--- config.mk ---
export PLATFORM = sky130hd
export DESIGN_NAME = decimal_string_to_bcd_parser_top
export DESIGN_NICKNAME = d
export VERILOG_FILES = /design/src/hdl/dsbp_pkg.sv /design/src/hdl/dsbp_step.sv /design/src/hdl/decimal_string_to_bcd_parser_top.sv
export SDC_FILE = /design/constraint.sdc
export NUM_CORES = 1
export LEC_CHECK = 0
export ABC_AREA = 1
export BUFFER_PORTS_ARGS = -buffer_cell sky130_fd_sc_hd__clkbuf_2
export CORE_MARGIN = 4
export CORE_UTILIZATION = 56
export CTS_CLUSTER_SIZE = 10
export DETAILED_ROUTE_END_ITERATION = 12
export PLACE_DENSITY = 0.77
export SKIP_CTS_REPAIR_TIMING = 1
export SYNTH_ARGS = -nofsm -noshare
export SYNTH_HDL_FRONTEND = slang
export SYNTH_SLANG_ARGS = --single-unit
--- constraint.sdc ---
create_clock -name clk -period 5.5 [get_ports clk]
set_input_delay 0.275 -clock clk [delete_from_list [all_inputs] [get_ports clk]]
set_output_delay 0.275 -clock clk [all_outputs]
set_load 0.01 [all_outputs]
--- src/hdl/dsbp_pkg.sv ---
// Shared types, character codes and size constants for the decimal string parser.
// Used by dsbp_step and decimal_string_to_bcd_parser_top; depends on nothing.
package dsbp_pkg;

    // Width of the significant digit counter; the digit limit is 2^COUNT_BITS - 1.
    localparam int COUNT_BITS = 16;

    // Magnitude limits for the fraction scale and the exponent.
    localparam int MAG_BITS = 15;

    // ASCII codes that the grammar looks at.
    localparam logic [7:0] CHAR_ZERO  = 8'h30;
    localparam logic [7:0] CHAR_NINE  = 8'h39;
    localparam logic [7:0] CHAR_MINUS = 8'h2D;
    localparam logic [7:0] CHAR_POINT = 8'h2E;
    localparam logic [7:0] CHAR_EXP   = 8'h45;
    localparam logic [7:0] CHAR_SPACE = 8'h20;

    // Parser phases, in the order the text runs through them.
    typedef enum logic [3:0] {
        PH_SKIP = 4'd0,
        PH_NUM0 = 4'd1,
        PH_NUM1 = 4'd2,
        PH_FRC0 = 4'd3,
        PH_FRC1 = 4'd4,
        PH_EXPE = 4'd5,
        PH_EXPS = 4'd6,
        PH_EXP0 = 4'd7,
        PH_EXP1 = 4'd8
    } phase_t;

    // Status codes reported with the final character.
    typedef enum logic [1:0] {
        ST_OK     = 2'd0,
        ST_SYNTAX = 2'd1,
        ST_RANGE  = 2'd2
    } status_t;

    // Parser state carried from one character to the next.
    typedef struct packed {
        phase_t                  phase;
        logic                    negative;
        logic [COUNT_BITS-1:0]   count;
        logic [MAG_BITS-1:0]     scale;
        logic [MAG_BITS-1:0]     exponent;
        logic                    exp_negative;
        status_t                 error;
    } parse_state_t;

    localparam parse_state_t STATE_RESET = '{
        phase:        PH_SKIP,
        negative:     1'b0,
        count:        '0,
        scale:        '0,
        exponent:     '0,
        exp_negative: 1'b0,
        error:        ST_OK
    };

    // One result item.
    typedef struct packed {
        logic               digit_valid;
        logic [3:0]         digit_value;
        logic               number_done;
        logic               is_negative;
        logic signed [15:0] scale_out;
        logic [15:0]        digit_count;
        status_t            status;
    } result_t;

endpackage

--- src/hdl/dsbp_step.sv ---
// Combinational parse step: one character against the current parser state.
// Depends on dsbp_pkg for the state and result types and the character codes.
module dsbp_step (
    input  dsbp_pkg::parse_state_t cur_state,
    input  logic [7:0]             char_code,
    input  logic                   end_of_text,
    output dsbp_pkg::parse_state_t next_state,
    output dsbp_pkg::result_t      result
);

    always_comb
    begin
        dsbp_pkg::parse_state_t st;
        dsbp_pkg::phase_t       ph;
        logic                   done;
        logic                   is_dig;
        logic [7:0]             dig8;
        logic [3:0]             dig;
        logic                   emit_ok;
        logic [18:0]            exp_new;
        logic signed [16:0]     frac_s;
        logic signed [16:0]     exp_s;
        logic signed [16:0]     fin;
        logic [31:0]            cnt_ext;

        st       = cur_state;
        ph       = cur_state.phase;
        done     = 1'b0;
        is_dig   = (char_code >= dsbp_pkg::CHAR_ZERO) && (char_code <= dsbp_pkg::CHAR_NINE);
        dig8     = char_code - dsbp_pkg::CHAR_ZERO;
        dig      = dig8[3:0];
        emit_ok  = (cur_state.count != {dsbp_pkg::COUNT_BITS{1'b1}});
        exp_new  = ({4'b0, cur_state.exponent} << 3) + ({4'b0, cur_state.exponent} << 1)
                   + {15'b0, dig};
        result   = '0;

        // The grammar walk; a character may fall through several phases.
        if (cur_state.error == dsbp_pkg::ST_OK)
        begin
            if (ph == dsbp_pkg::PH_SKIP)
            begin
                if (char_code == dsbp_pkg::CHAR_ZERO)
                begin
                    done = 1'b1;
                end
                else if (char_code == dsbp_pkg::CHAR_MINUS)
                begin
                    st.negative = 1'b1;
                    st.phase    = dsbp_pkg::PH_NUM0;
                    done        = 1'b1;
                end
                else
                begin
                    ph = dsbp_pkg::PH_NUM0;
                end
            end

            if (!done && ph == dsbp_pkg::PH_NUM0)
            begin
                if (char_code == dsbp_pkg::CHAR_ZERO)
                begin
                    st.phase = dsbp_pkg::PH_NUM0;
                    done     = 1'b1;
                end
                else
                begin
                    ph = dsbp_pkg::PH_NUM1;
                end
            end

            // Integer digits.
            if (!done && ph == dsbp_pkg::PH_NUM1)
            begin
                st.phase = dsbp_pkg::PH_NUM1;
                if (is_dig)
                begin
                    done = 1'b1;
                    if (emit_ok)
                    begin
                        st.count           = cur_state.count + 1'b1;
                        result.digit_valid = 1'b1;
                        result.digit_value = dig;
                    end
                    else
                    begin
                        st.error = dsbp_pkg::ST_RANGE;
                    end
                end
                else if (char_code == dsbp_pkg::CHAR_POINT)
                begin
                    st.phase = (cur_state.count != '0) ? dsbp_pkg::PH_FRC1 : dsbp_pkg::PH_FRC0;
                    done     = 1'b1;
                end
                else
                begin
                    ph = dsbp_pkg::PH_EXPE;
                end
            end

            // Fraction digits; leading fraction zeros only raise the scale.
            if (!done && (ph == dsbp_pkg::PH_FRC0 || ph == dsbp_pkg::PH_FRC1))
            begin
                if (ph == dsbp_pkg::PH_FRC0 && char_code == dsbp_pkg::CHAR_ZERO)
                begin
                    done = 1'b1;
                    if (&cur_state.scale)
                        st.error = dsbp_pkg::ST_RANGE;
                    else
                        st.scale = cur_state.scale + 1'b1;
                end
                else
                begin
                    st.phase = dsbp_pkg::PH_FRC1;
                    if (is_dig)
                    begin
                        done = 1'b1;
                        if (&cur_state.scale)
                        begin
                            st.error = dsbp_pkg::ST_RANGE;
                        end
                        else
                        begin
                            st.scale = cur_state.scale + 1'b1;
                            if (emit_ok)
                            begin
                                st.count           = cur_state.count + 1'b1;
                                result.digit_valid = 1'b1;
                                result.digit_value = dig;
                            end
                            else
                            begin
                                st.error = dsbp_pkg::ST_RANGE;
                            end
                        end
                    end
                    else
                    begin
                        ph = dsbp_pkg::PH_EXPE;
                    end
                end
            end

            // Spaces, then the exponent marker.
            if (!done && ph == dsbp_pkg::PH_EXPE)
            begin
                st.phase = dsbp_pkg::PH_EXPE;
                done     = 1'b1;
                if (char_code == dsbp_pkg::CHAR_EXP)
                    st.phase = dsbp_pkg::PH_EXPS;
                else if (char_code != dsbp_pkg::CHAR_SPACE)
                    st.error = dsbp_pkg::ST_SYNTAX;
            end

            if (!done && ph == dsbp_pkg::PH_EXPS)
            begin
                st.phase = dsbp_pkg::PH_EXP0;
                if (char_code == dsbp_pkg::CHAR_MINUS)
                begin
                    st.exp_negative = 1'b1;
                    done            = 1'b1;
                end
                else
                begin
                    ph = dsbp_pkg::PH_EXP0;
                end
            end

            if (!done && ph == dsbp_pkg::PH_EXP0)
            begin
                if (char_code == dsbp_pkg::CHAR_ZERO)
                begin
                    st.phase = dsbp_pkg::PH_EXP0;
                    done     = 1'b1;
                end
                else
                begin
                    ph = dsbp_pkg::PH_EXP1;
                end
            end

            // Exponent digits, accumulated as exponent * 10 + digit.
            if (!done && ph == dsbp_pkg::PH_EXP1)
            begin
                st.phase = dsbp_pkg::PH_EXP1;
                done     = 1'b1;
                if (!is_dig)
                    st.error = dsbp_pkg::ST_SYNTAX;
                else if (|exp_new[18:15])
                    st.error = dsbp_pkg::ST_RANGE;
                else
                    st.exponent = exp_new[14:0];
            end

            // A phase code outside the grammar.
            if (!done)
                st.error = dsbp_pkg::ST_SYNTAX;
        end

        // Final scale and summary on the last character.
        frac_s  = {2'b00, st.scale};
        exp_s   = {2'b00, st.exponent};
        fin     = st.exp_negative ? (frac_s + exp_s) : (frac_s - exp_s);
        cnt_ext = 32'(st.count);

        if (end_of_text)
        begin
            result.number_done = 1'b1;
            result.digit_count = cnt_ext[15:0];
            if (st.error == dsbp_pkg::ST_OK)
            begin
                if (fin[16] != fin[15])
                begin
                    result.status = dsbp_pkg::ST_RANGE;
                end
                else
                begin
                    result.status = dsbp_pkg::ST_OK;
                    if (st.count != '0)
                    begin
                        result.scale_out   = fin[15:0];
                        result.is_negative = st.negative;
                    end
                end
            end
            else
            begin
                result.status = st.error;
            end
            next_state = dsbp_pkg::STATE_RESET;
        end
        else
        begin
            next_state = st;
        end
    end

endmodule

--- src/hdl/decimal_string_to_bcd_parser_top.sv ---
// Top level of the decimal string to BCD parser: input register, parser state, result register.
// Depends on dsbp_pkg and dsbp_step.
//
// Each accepted character gives exactly one result item, one character per clock cycle
// sustained while out_stall is low, through the input register, then the result
// register. The rate is set by the parser state update, which the parse step computes
// combinationally between the input register and the result register. A result carries
// a BCD digit when the character is a significant digit, and on the character flagged
// end_of_text it also carries sign, scale, digit count and status; the parser then returns
// to its reset state for the next number. No clearing pass is needed after reset.
module decimal_string_to_bcd_parser_top (
    input  logic               clk,
    input  logic               rst_n,
    input  logic               in_valid,
    output logic               in_stall,
    input  logic [7:0]         char_code,
    input  logic               end_of_text,
    output logic               out_valid,
    input  logic               out_stall,
    output logic               digit_valid,
    output logic [3:0]         digit_value,
    output logic               number_done,
    output logic               is_negative,
    output logic signed [15:0] scale_out,
    output logic [15:0]        digit_count,
    output logic [1:0]         status
);

    logic                   in_valid_reg;
    logic [7:0]             char_reg;
    logic                   eot_reg;
    logic                   out_valid_reg;
    dsbp_pkg::result_t      res_reg;
    dsbp_pkg::result_t      res_next;
    dsbp_pkg::parse_state_t state_reg;
    dsbp_pkg::parse_state_t state_next;
    logic                   advance;
    logic                   in_take;

    // Handshake: the held character moves on whenever the result register is free.
    assign advance  = in_valid_reg && (!out_valid_reg || !out_stall);
    assign in_stall = in_valid_reg && !advance;
    assign in_take  = in_valid && !in_stall;

    // Input register.
    always_ff @(posedge clk or negedge rst_n)
    begin
        if (!rst_n)
        begin
            in_valid_reg <= 1'b0;
        end
        else if (in_take)
        begin
            in_valid_reg <= 1'b1;
        end
        else if (advance)
        begin
            in_valid_reg <= 1'b0;
        end
    end

    always_ff @(posedge clk)
    begin
        if (in_take)
        begin
            char_reg <= char_code;
            eot_reg  <= end_of_text;
        end
    end

    // Parse step for the held character.
    dsbp_step u_step (
        .cur_state   (state_reg),
        .char_code   (char_reg),
        .end_of_text (eot_reg),
        .next_state  (state_next),
        .result      (res_next)
    );

    // Parser state, updated once per transfer into the result register.
    always_ff @(posedge clk or negedge rst_n)
    begin
        if (!rst_n)
        begin
            state_reg <= dsbp_pkg::STATE_RESET;
        end
        else if (advance)
        begin
            state_reg <= state_next;
        end
    end

    // Result register.
    always_ff @(posedge clk or negedge rst_n)
    begin
        if (!rst_n)
        begin
            out_valid_reg <= 1'b0;
        end
        else if (advance)
        begin
            out_valid_reg <= 1'b1;
        end
        else if (!out_stall)
        begin
            out_valid_reg <= 1'b0;
        end
    end

    always_ff @(posedge clk)
    begin
        if (advance)
        begin
            res_reg <= res_next;
        end
    end

    assign out_valid   = out_valid_reg;
    assign digit_valid = res_reg.digit_valid;
    assign digit_value = res_reg.digit_value;
    assign number_done = res_reg.number_done;
    assign is_negative = res_reg.is_negative;
    assign scale_out   = res_reg.scale_out;
    assign digit_count = res_reg.digit_count;
    assign status      = res_reg.status;

    // The parser starts over after the last character of a number.
    assert property (@(posedge clk) disable iff (!rst_n)
        (advance && eot_reg) |=> (state_reg.phase == dsbp_pkg::PH_SKIP
                                  && state_reg.count == '0
                                  && state_reg.error == dsbp_pkg::ST_OK))
        else $error("parser state not cleared after end of text");

    // An emitted digit is always a decimal digit.
    assert property (@(posedge clk) disable iff (!rst_n)
        (out_valid_reg && res_reg.digit_valid) |-> (res_reg.digit_value <= 4'd9))
        else $error("emitted digit is not a BCD digit");

    // Summary fields stay zero on results that do not end a number.
    assert property (@(posedge clk) disable iff (!rst_n)
        (out_valid_reg && !res_reg.number_done) |->
            (res_reg.status == dsbp_pkg::ST_OK && res_reg.digit_count == '0
             && res_reg.scale_out == '0 && !res_reg.is_negative))
        else $error("summary fields set on a result that does not end a number");

    // A failed number reports neither sign nor scale.
    assert property (@(posedge clk) disable iff (!rst_n)
        (out_valid_reg && res_reg.status != dsbp_pkg::ST_OK) |->
            (res_reg.scale_out == '0 && !res_reg.is_negative))
        else $error("sign or scale reported with an error status");

    // Once an error is recorded, no further digit leaves the parser for that number.
    assert property (@(posedge clk) disable iff (!rst_n)
        (advance && state_reg.error != dsbp_pkg::ST_OK) |-> !res_next.digit_valid)
        else $error("digit emitted after a sticky error");

endmodule

[Word level (Yosys, flattened, before mapping)]
Index checks and enable logic that the tools add are counted.
Storage, ports and cells
  flip-flop bits (word level): 106
  input bits: 13
  output and inout port bits: 43
Operators by class
  bitwise gates (word level): 3
  reduce and logical (&&, ||, !) cells: 36
  add/sub/neg operators: 7
  equality and inequality tests: 16
  muxes and demuxes: 115
  $lt $le $gt $ge: 2
Operator list (count)
  4-bit 2-to-1 mux: 33
  54-bit 2-to-1 mux: 2
  31-bit 2-to-1 mux: 3
  16-bit 2-to-1 mux: 5
  15-bit 2-to-1 mux: 5
  17-bit 2-to-1 mux: 4
  5-bit 2-to-1 mux: 11
  2-bit 2-to-1 mux: 19
  36-bit 2-to-1 mux: 1
  16-bit nonzero test: 2
  1-bit 2-to-1 mux: 31
  8-bit by 6-bit equality test with 1-bit output (second input constant): 3
  18-bit by 16-bit adder with 19-bit output: 1
  19-bit by 4-bit adder with 19-bit output: 1
  15-bit by 15-bit adder with 16-bit output: 1
  16-bit by 1-bit adder with 16-bit output (second input constant): 1
  4-bit by 3-bit equality test with 1-bit output (second input constant): 4
  16-bit inequality test (second input constant): 1
  15-bit by 15-bit subtractor with 16-bit output: 1
  15-bit by 1-bit adder with 15-bit output (second input constant): 1
  15-bit AND reduction: 1
  1-bit logical AND: 12
  1-bit logical NOT: 11
  4-bit by 2-bit equality test with 1-bit output (second input constant): 2
  other kinds (17): 23

[Depth between registers and ports, before layout]
  word-level depth: 42
  depth in mapped cells: 36

[Modules after synthesis]
A second synthesis with hierarchy kept.
Second synthesis, totals
  cell total of the unflattened synthesis: 1278
  area, all modules: 9121.2 sq um
Modules (own cells, without submodules)
  dsbp_step: times used 1, area an instance 5352.6 sq um, cells each 983, sequential area each 0.0 sq um
  decimal_string_to_bcd_parser_top: times used 1, area an instance 3768.6 sq um, cells each 295, sequential area each 2902.8 sq um

[Least setup slack after synthesis]
OpenSTA, ideal clock, no wires.
  kind: reg2reg
  from: register char_reg[3]
  to: register res_reg (netlist bit scale_out[14]), data pin
  arrival time: 5.138 ns
  slack: 0.110 ns
  cell stages (with the launch flop): 30
  library setup time: 0.252 ns
  data required time: 5.248 ns
  path through: edfxtp_1 fa_1 inv_1 fa_1 o21ai_1 a21oi_1 o21bai_1 a31oi_1 xor2_1 a21oi_1 nand2_1 nor2_1 nand3_1 o21a_1 inv_1 ha_1 inv_1 fa_1 nor4_1 nor2_1 o21ai_0 a31oi_1 o21ai_0 a21oi_1 o21ai_0 xor2_1 nand2_1 nand2_1 inv_1 nor2_4
On the way
  longest elaborated chain between the ends: 39
  elaborated cells between the ends (all ways): 119
Ends and longest elaborated chain
  start, declared: RTL line decimal_string_to_bcd_parser_top.sv:30  | logic [7:0] char_reg;
  start signal, assigned: RTL line decimal_string_to_bcd_parser_top.sv:66  | char_reg <= char_code;
  8-bit by 6-bit equality test with 1-bit output: RTL line dsbp_step.sv:46, dsbp_step.sv:157
  4-bit 2-to-1 mux / 1-bit 2-to-1 mux (equally long branches): RTL line dsbp_step.sv:46  | else if (char_code == dsbp_pkg::CHAR_MINUS)
  4-bit 2-to-1 mux / 1-bit 2-to-1 mux (equally long branches): RTL line dsbp_step.sv:42  | if (char_code == dsbp_pkg::CHAR_ZERO)
  4-bit 2-to-1 mux / 1-bit 2-to-1 mux (equally long branches): RTL line dsbp_step.sv:40  | if (ph == dsbp_pkg::PH_SKIP)
  4-bit 2-to-1 mux / 1-bit 2-to-1 mux (equally long branches): RTL line dsbp_step.sv:38  | if (cur_state.error == dsbp_pkg::ST_OK)
  4-bit by 1-bit equality test with 1-bit output / 1-bit logical NOT (equally long branches): RTL line dsbp_step.sv:58  | if (!done && ph == dsbp_pkg::PH_NUM0)
  1-bit logical AND: RTL line dsbp_step.sv:58
  4-bit 2-to-1 mux / 1-bit 2-to-1 mux (equally long branches): RTL line dsbp_step.sv:58
  [21 not listed]
  4-bit 2-to-1 mux / 1-bit 2-to-1 mux (equally long branches): RTL line dsbp_step.sv:38
  4-bit equality test / 1-bit logical NOT (equally long branches): RTL line dsbp_step.sv:182  | if (!done && ph == dsbp_pkg::PH_EXP1)
  1-bit logical AND: RTL line dsbp_step.sv:182
  1-bit 2-to-1 mux: RTL line dsbp_step.sv:182
  1-bit 2-to-1 mux: RTL line dsbp_step.sv:38
  2-bit 2-to-1 mux: RTL line dsbp_step.sv:195  | if (!done)
  54-bit 2-to-1 mux (*): RTL line dsbp_step.sv:38
  branches (longest 3 deep; another with 15-bit by 15-bit subtractor with 16-bit output)
  end signal, assigned: RTL line decimal_string_to_bcd_parser_top.sv:114  | res_reg <= res_next;
  end, declared: RTL line decimal_string_to_bcd_parser_top.sv:33  | dsbp_pkg::result_t res_reg;
Every way passes the cells marked *. The select of a mux whose other input is x is not followed.
A chain may end at the register's enable or synchronous reset.

[Final worst setup path]
  from: register state_reg[3] (netlist name)
  to: register res_reg (netlist bit scale_out[10]), data pin
On the way
  longest elaborated chain between the ends: 11
  elaborated cells between the ends (all ways): 18
Ends and longest elaborated chain
  start, declared: RTL line decimal_string_to_bcd_parser_top.sv:35  | dsbp_pkg::parse_state_t state_reg;
  start signal, assigned: RTL line decimal_string_to_bcd_parser_top.sv:85  | state_reg <= dsbp_pkg::STATE_RESET;
  start signal, assigned: RTL line decimal_string_to_bcd_parser_top.sv:89  | state_reg <= state_next;
  18-bit by 16-bit adder with 19-bit output: RTL line dsbp_step.sv:33  | exp_new = ({4'b0, cur_state.exponent} << 3) + ({4'b0, cur_state.exponent} << 1)
  19-bit by 4-bit adder with 19-bit output: RTL line dsbp_step.sv:34  | + {15'b0, dig};
  4-bit OR reduction: RTL line dsbp_step.sv:188  | else if (|exp_new[18:15])
  15-bit 2-to-1 mux / 2-bit 2-to-1 mux (equally long branches): RTL line dsbp_step.sv:188
  15-bit 2-to-1 mux / 2-bit 2-to-1 mux (equally long branches): RTL line dsbp_step.sv:186  | if (!is_dig)
  15-bit 2-to-1 mux / 2-bit 2-to-1 mux (equally long branches): RTL line dsbp_step.sv:182
  54-bit 2-to-1 mux (*): RTL line dsbp_step.sv:38
  15-bit by 15-bit subtractor with 16-bit output (tied with other cells): RTL line dsbp_step.sv:202  | fin = st.exp_negative ? (frac_s + exp_s) : (frac_s - exp_s);
  17-bit 2-to-1 mux / 2-bit logical NOT (equally long branches): RTL line dsbp_step.sv:202, dsbp_step.sv:209
  1-bit inequality test / 1-bit inverter (equally long branches)
  4-bit OR reduction (no line)
Every way passes the cells marked *; elsewhere a longest branch is shown, timed or not. The select of a mux whose other input is x is not followed.

==> results.tsv <==
stage	metric	value	unit
cts	cts_tree	done	
route	first_pass_iters	5	
hold_path	hp-class	in -> async	
grt	grt_max_degree	57	
timing	hold_violations	0	
route	ant_nets	0	
final_layout	layout.cells.non_filler	1419	
worst_setup_path	crit_top_cell	nand2_1	
logic_synthesis	ys.flop_type	dfrtp_1	
logic_synthesis	yosys-top-cells-area	edfxtp_1 17%, dfrtp_1 16%, nand2_1 9.9%	
route	via_per_inst	5.66	
power_and_ir_drop	switching_share	43.1	%
floorplanning	row_count	45	
logic_synthesis	synth_cells	1135	
logic_synthesis	synth_edf_count	50	
worst_setup_path	critPathArrivalTime	5.38	ns
grt	grt_usage	25.6	%
timing	skew	0.00851	ns
timing	layout_min_cycle_time	5.25	ns
logic_synthesis	yosysWarnings	0	
worst_setup_path	crit_type	reg -> reg	
logic_synthesis	synth_cell_types	61	
cts	cts-root-buf	clkbuf_16	
cts	clk_pin_slew	0.08	ns
worst_setup_path	crit_cells	31	
logic_synthesis	synth-simple-area-share	27.6	%
placed_design	post-place-cells	1394	
route	post_drt_wl_per_cell	16.2	um
route	routed.top_layer	met4	
route	drt_wl_total	22900	um
worst_setup_path	path_buf_inv	5	
cts	cts_max_level	3	
worst_setup_path	timing.rr.end	scale_out[10]	
floorplanning	die_x	132	um
cts	cts_made_buffers	9	
power_and_ir_drop	p_per_area	298	nW/um^2
logic_synthesis	synthArstFlopShare	52.8	%
cts	clock_path_buffers	2	
timing	fin_setup_tns	0	ns
worst_setup_path	cp-end-kind	register	
logic_synthesis	synth-seq-cells	106	
timing	fin_ws	0.249	ns
status	status	complete, no violations	
logic_synthesis	muxShareOfSynthArea	0.116	%
timing	rsz0062_at_grt	true	
cts	worstSkewPairLatency	0.36	ns
final_layout	nFillCells	1314	
worst_setup_path	cp-start-kind	register	
run	maxCapViolCount	0	
grt	grt_pass1_wl	36800	um
logic_synthesis	synth_nets	1214	
floorplanning	core_area	15100	um^2
route	drtIter0Drc	705	
power_and_ir_drop	leakagePower	0.00467	uW
route	drt-met1-wl	9840	um
floorplanning	io_pins	56	
power_and_ir_drop	power.switching	1270	uW
worst_setup_path	slowest_stage	fa_1	
route	routed-via-count	8033	
final_layout	drive_gt1_share	18.8	%
timing	max-slew-margin-rel	40.4	%
power_and_ir_drop	ir_drop	0.000158	V
placed_design	gp_congestion	1.03	
worst_setup_path	crit_end	scale_out[10]	
route	route.met3.wl	1590	um
final_layout	antenna_cells	0	
floorplanning	start_util	57.0	%
timing	slew_viol_final	0	
worst_setup_path	crit_fanout	5	
route	drc	0	
logic_synthesis	synth_top_area_share	17.4	%
floorplanning	die-area	17500	um^2
logic_synthesis	synth_xor_area_share	4.36	%
worst_setup_path	reg2reg_depth	31	
power_and_ir_drop	pwr-share-seq	33.6	%
logic_synthesis	netlist_area	8640	um^2
floorplanning	die_h	132	um
placed_design	pre_cts_slack	-0.0969	ns
placed_design	port_buffers	55	
timing	hold_ws	0.0660	ns
grt	grt_pass1_vias	7428	
logic_synthesis	syn_avg_cell_area	7.61	um^2
timing	finalSetupViolCount	0	
logic_synthesis	yosys.area_share.adder	9.91	%
logic_synthesis	synth_area_leader_cell	edfxtp_1	
logic_synthesis	synth_top_family_by_area	simple AND/OR/NAND/NOR gates	
timing	fin_crit_sh	95.5	%
worst_setup_path	critPathLaunch	state_reg[3]	
worst_setup_path	rrSetupSlack	0.25	ns
logic_synthesis	yosysSeqAreaShare	33.6	%
worst_setup_path	cp_slowest_stage_delay	0.58	ns
grt	antenna_found_initial	0	
worst_setup_path	critical_path.top_delay_family	compound AO/OA/AOI/OAI gates	
worst_setup_path	reg2reg_from	state_reg[3]	
logic_synthesis	synth_compound_area_share	14.8	%
timing	worst_pin_slew	0.893	ns
timing	timing.fmax	0.190	GHz
cts	cts.sinks	106	
power_and_ir_drop	comb_power_share	44.4	%
power_and_ir_drop	p_int	1670	uW
placed_design	hpwlAfterDp	17400	um
final_layout	layout.nets	1305	
final_layout	area_growth	14.1	%
final_layout	largest_reg_flops	54	
route	wl_met2	10900	um
grt	grt_overflow	0	
power_and_ir_drop	clkPwrFrac	22.0	%
worst_setup_path	required	5.62	ns
## power by group through the flow
stage / Clock (uW) / Sequential [uW] / Combinational (uW)
2_1_floorplan: 0 / 1010 / 934
3_3_place_gp: 0 / 1000 / 1230
3_5_place_dp: 0 / 1000 / 1250
4_1_cts: 646 / 986 / 1260
5_1_grt: 681 / 996 / 1430
6_report: 644 / 987 / 1300
## layer usage
| metal | track usage (%) | vias to the layer above |
|---|---|---|
| met3 | 4.96 | 49 |
| met4 | 9.30 | 0 |
| li1 | - | 3944 |
| met5 | 0 | - |
| met2 | 42.3 | 286 |
| met1 | 33.7 | 3754 |
## cells by family after synthesis
group	after synthesis
DFF	106
xor gates and xnor gates	43
adders and majority gates	66
AOI/OAI and AO/OA	213
buffers and inverters	210
and+or+nand+nor	496
muxes	1
## placed cells by master (no fill, tap or decap), types with 12 or more instances in the layout
master / netlist / layout
nand2_1: 227 / 226
inv_1: 170 / 167
nor2_1: 118 / 116
a21oi_1: 65 / 60
ha_1: 62 / 57
dfrtp_1: 56 / 56
clkbuf_2: 0 / 55
edfxtp_1: 50 / 50
buf_4: 1 / 46
nand3_1: 46 / 44
o21ai_0: 46 / 39
xor2_1: 37 / 37
o22ai_1: 30 / 30
o21ai_1: 24 / 26
nand4_1: 21 / 21
inv_2: 13 / 16
nor2_4: 14 / 15
nor3_1: 15 / 15
nand2_2: 11 / 12
## how the worst min path moves through the flow
stage,slack [ns],from,endpoint,cells after the start
after floorplan,-0.02,rst_n,in_valid_reg,0
after global placement,0.46,char_code[5],char_reg[5],1
after detailed placement,0.46,char_code[4],char_reg[4],1
after CTS,0.09,rst_n,state_reg[37],2
after global routing,0.09,char_code[4],char_reg[4],1
final,0.07,rst_n,state_reg[37],2
## layout make-up
cell class	instances	area (um^2)	area share, %
Clock buffer	9	225	2.29
Clock inverter	7	57.6	0.584
Inverter	187	707	7.18
Multi-Input combinational cell	819	5070	51.5
Sequential cell	106	2900	29.5
Tap cell	188	235	2.39
Timing Repair Buffer	103	652	6.62
## through the flow
| stage | power (uW) | instance area (um^2) | util [%] |
|---|---|---|---|
| 3_3_place_gp | 2230 | 9330 | 61.6 |
| 6_report | 2930 | 9850 | 65.0 |
| 3_5_place_dp | 2260 | 9330 | 61.6 |
| 5_1_grt | 3110 | 9850 | 65.0 |
| 2_1_floorplan | 1950 | 8640 | - |
| 4_1_cts | 2890 | 9610 | 63.5 |
## worst register-to-register path, delay by kind of cell, from the launching register on
kind	cells	cell delay, ns
and+or+nand+nor	9	0.78
DFF	1	0.40
adders and majority gates	4	1.49
AOI/OAI and AO/OA	12	1.66
buffers and inverters	5	0.48
xor gates and xnor gates	1	0.20
## synth_stat cells, types with 14 or more instances
library cell / count
edfxtp_1: 50
nor3_1: 15
dfrtp_1: 56
nand2_1: 227
o22ai_1: 30
xor2_1: 37
inv_1: 170
ha_1: 62
o21ai_0: 46
o21ai_1: 24
nor2_1: 118
nor2_4: 14
nand3_1: 46
clkbuf_1: 17
a21oi_1: 65
nand4_1: 21
Power figures use the tool's default switching activity.
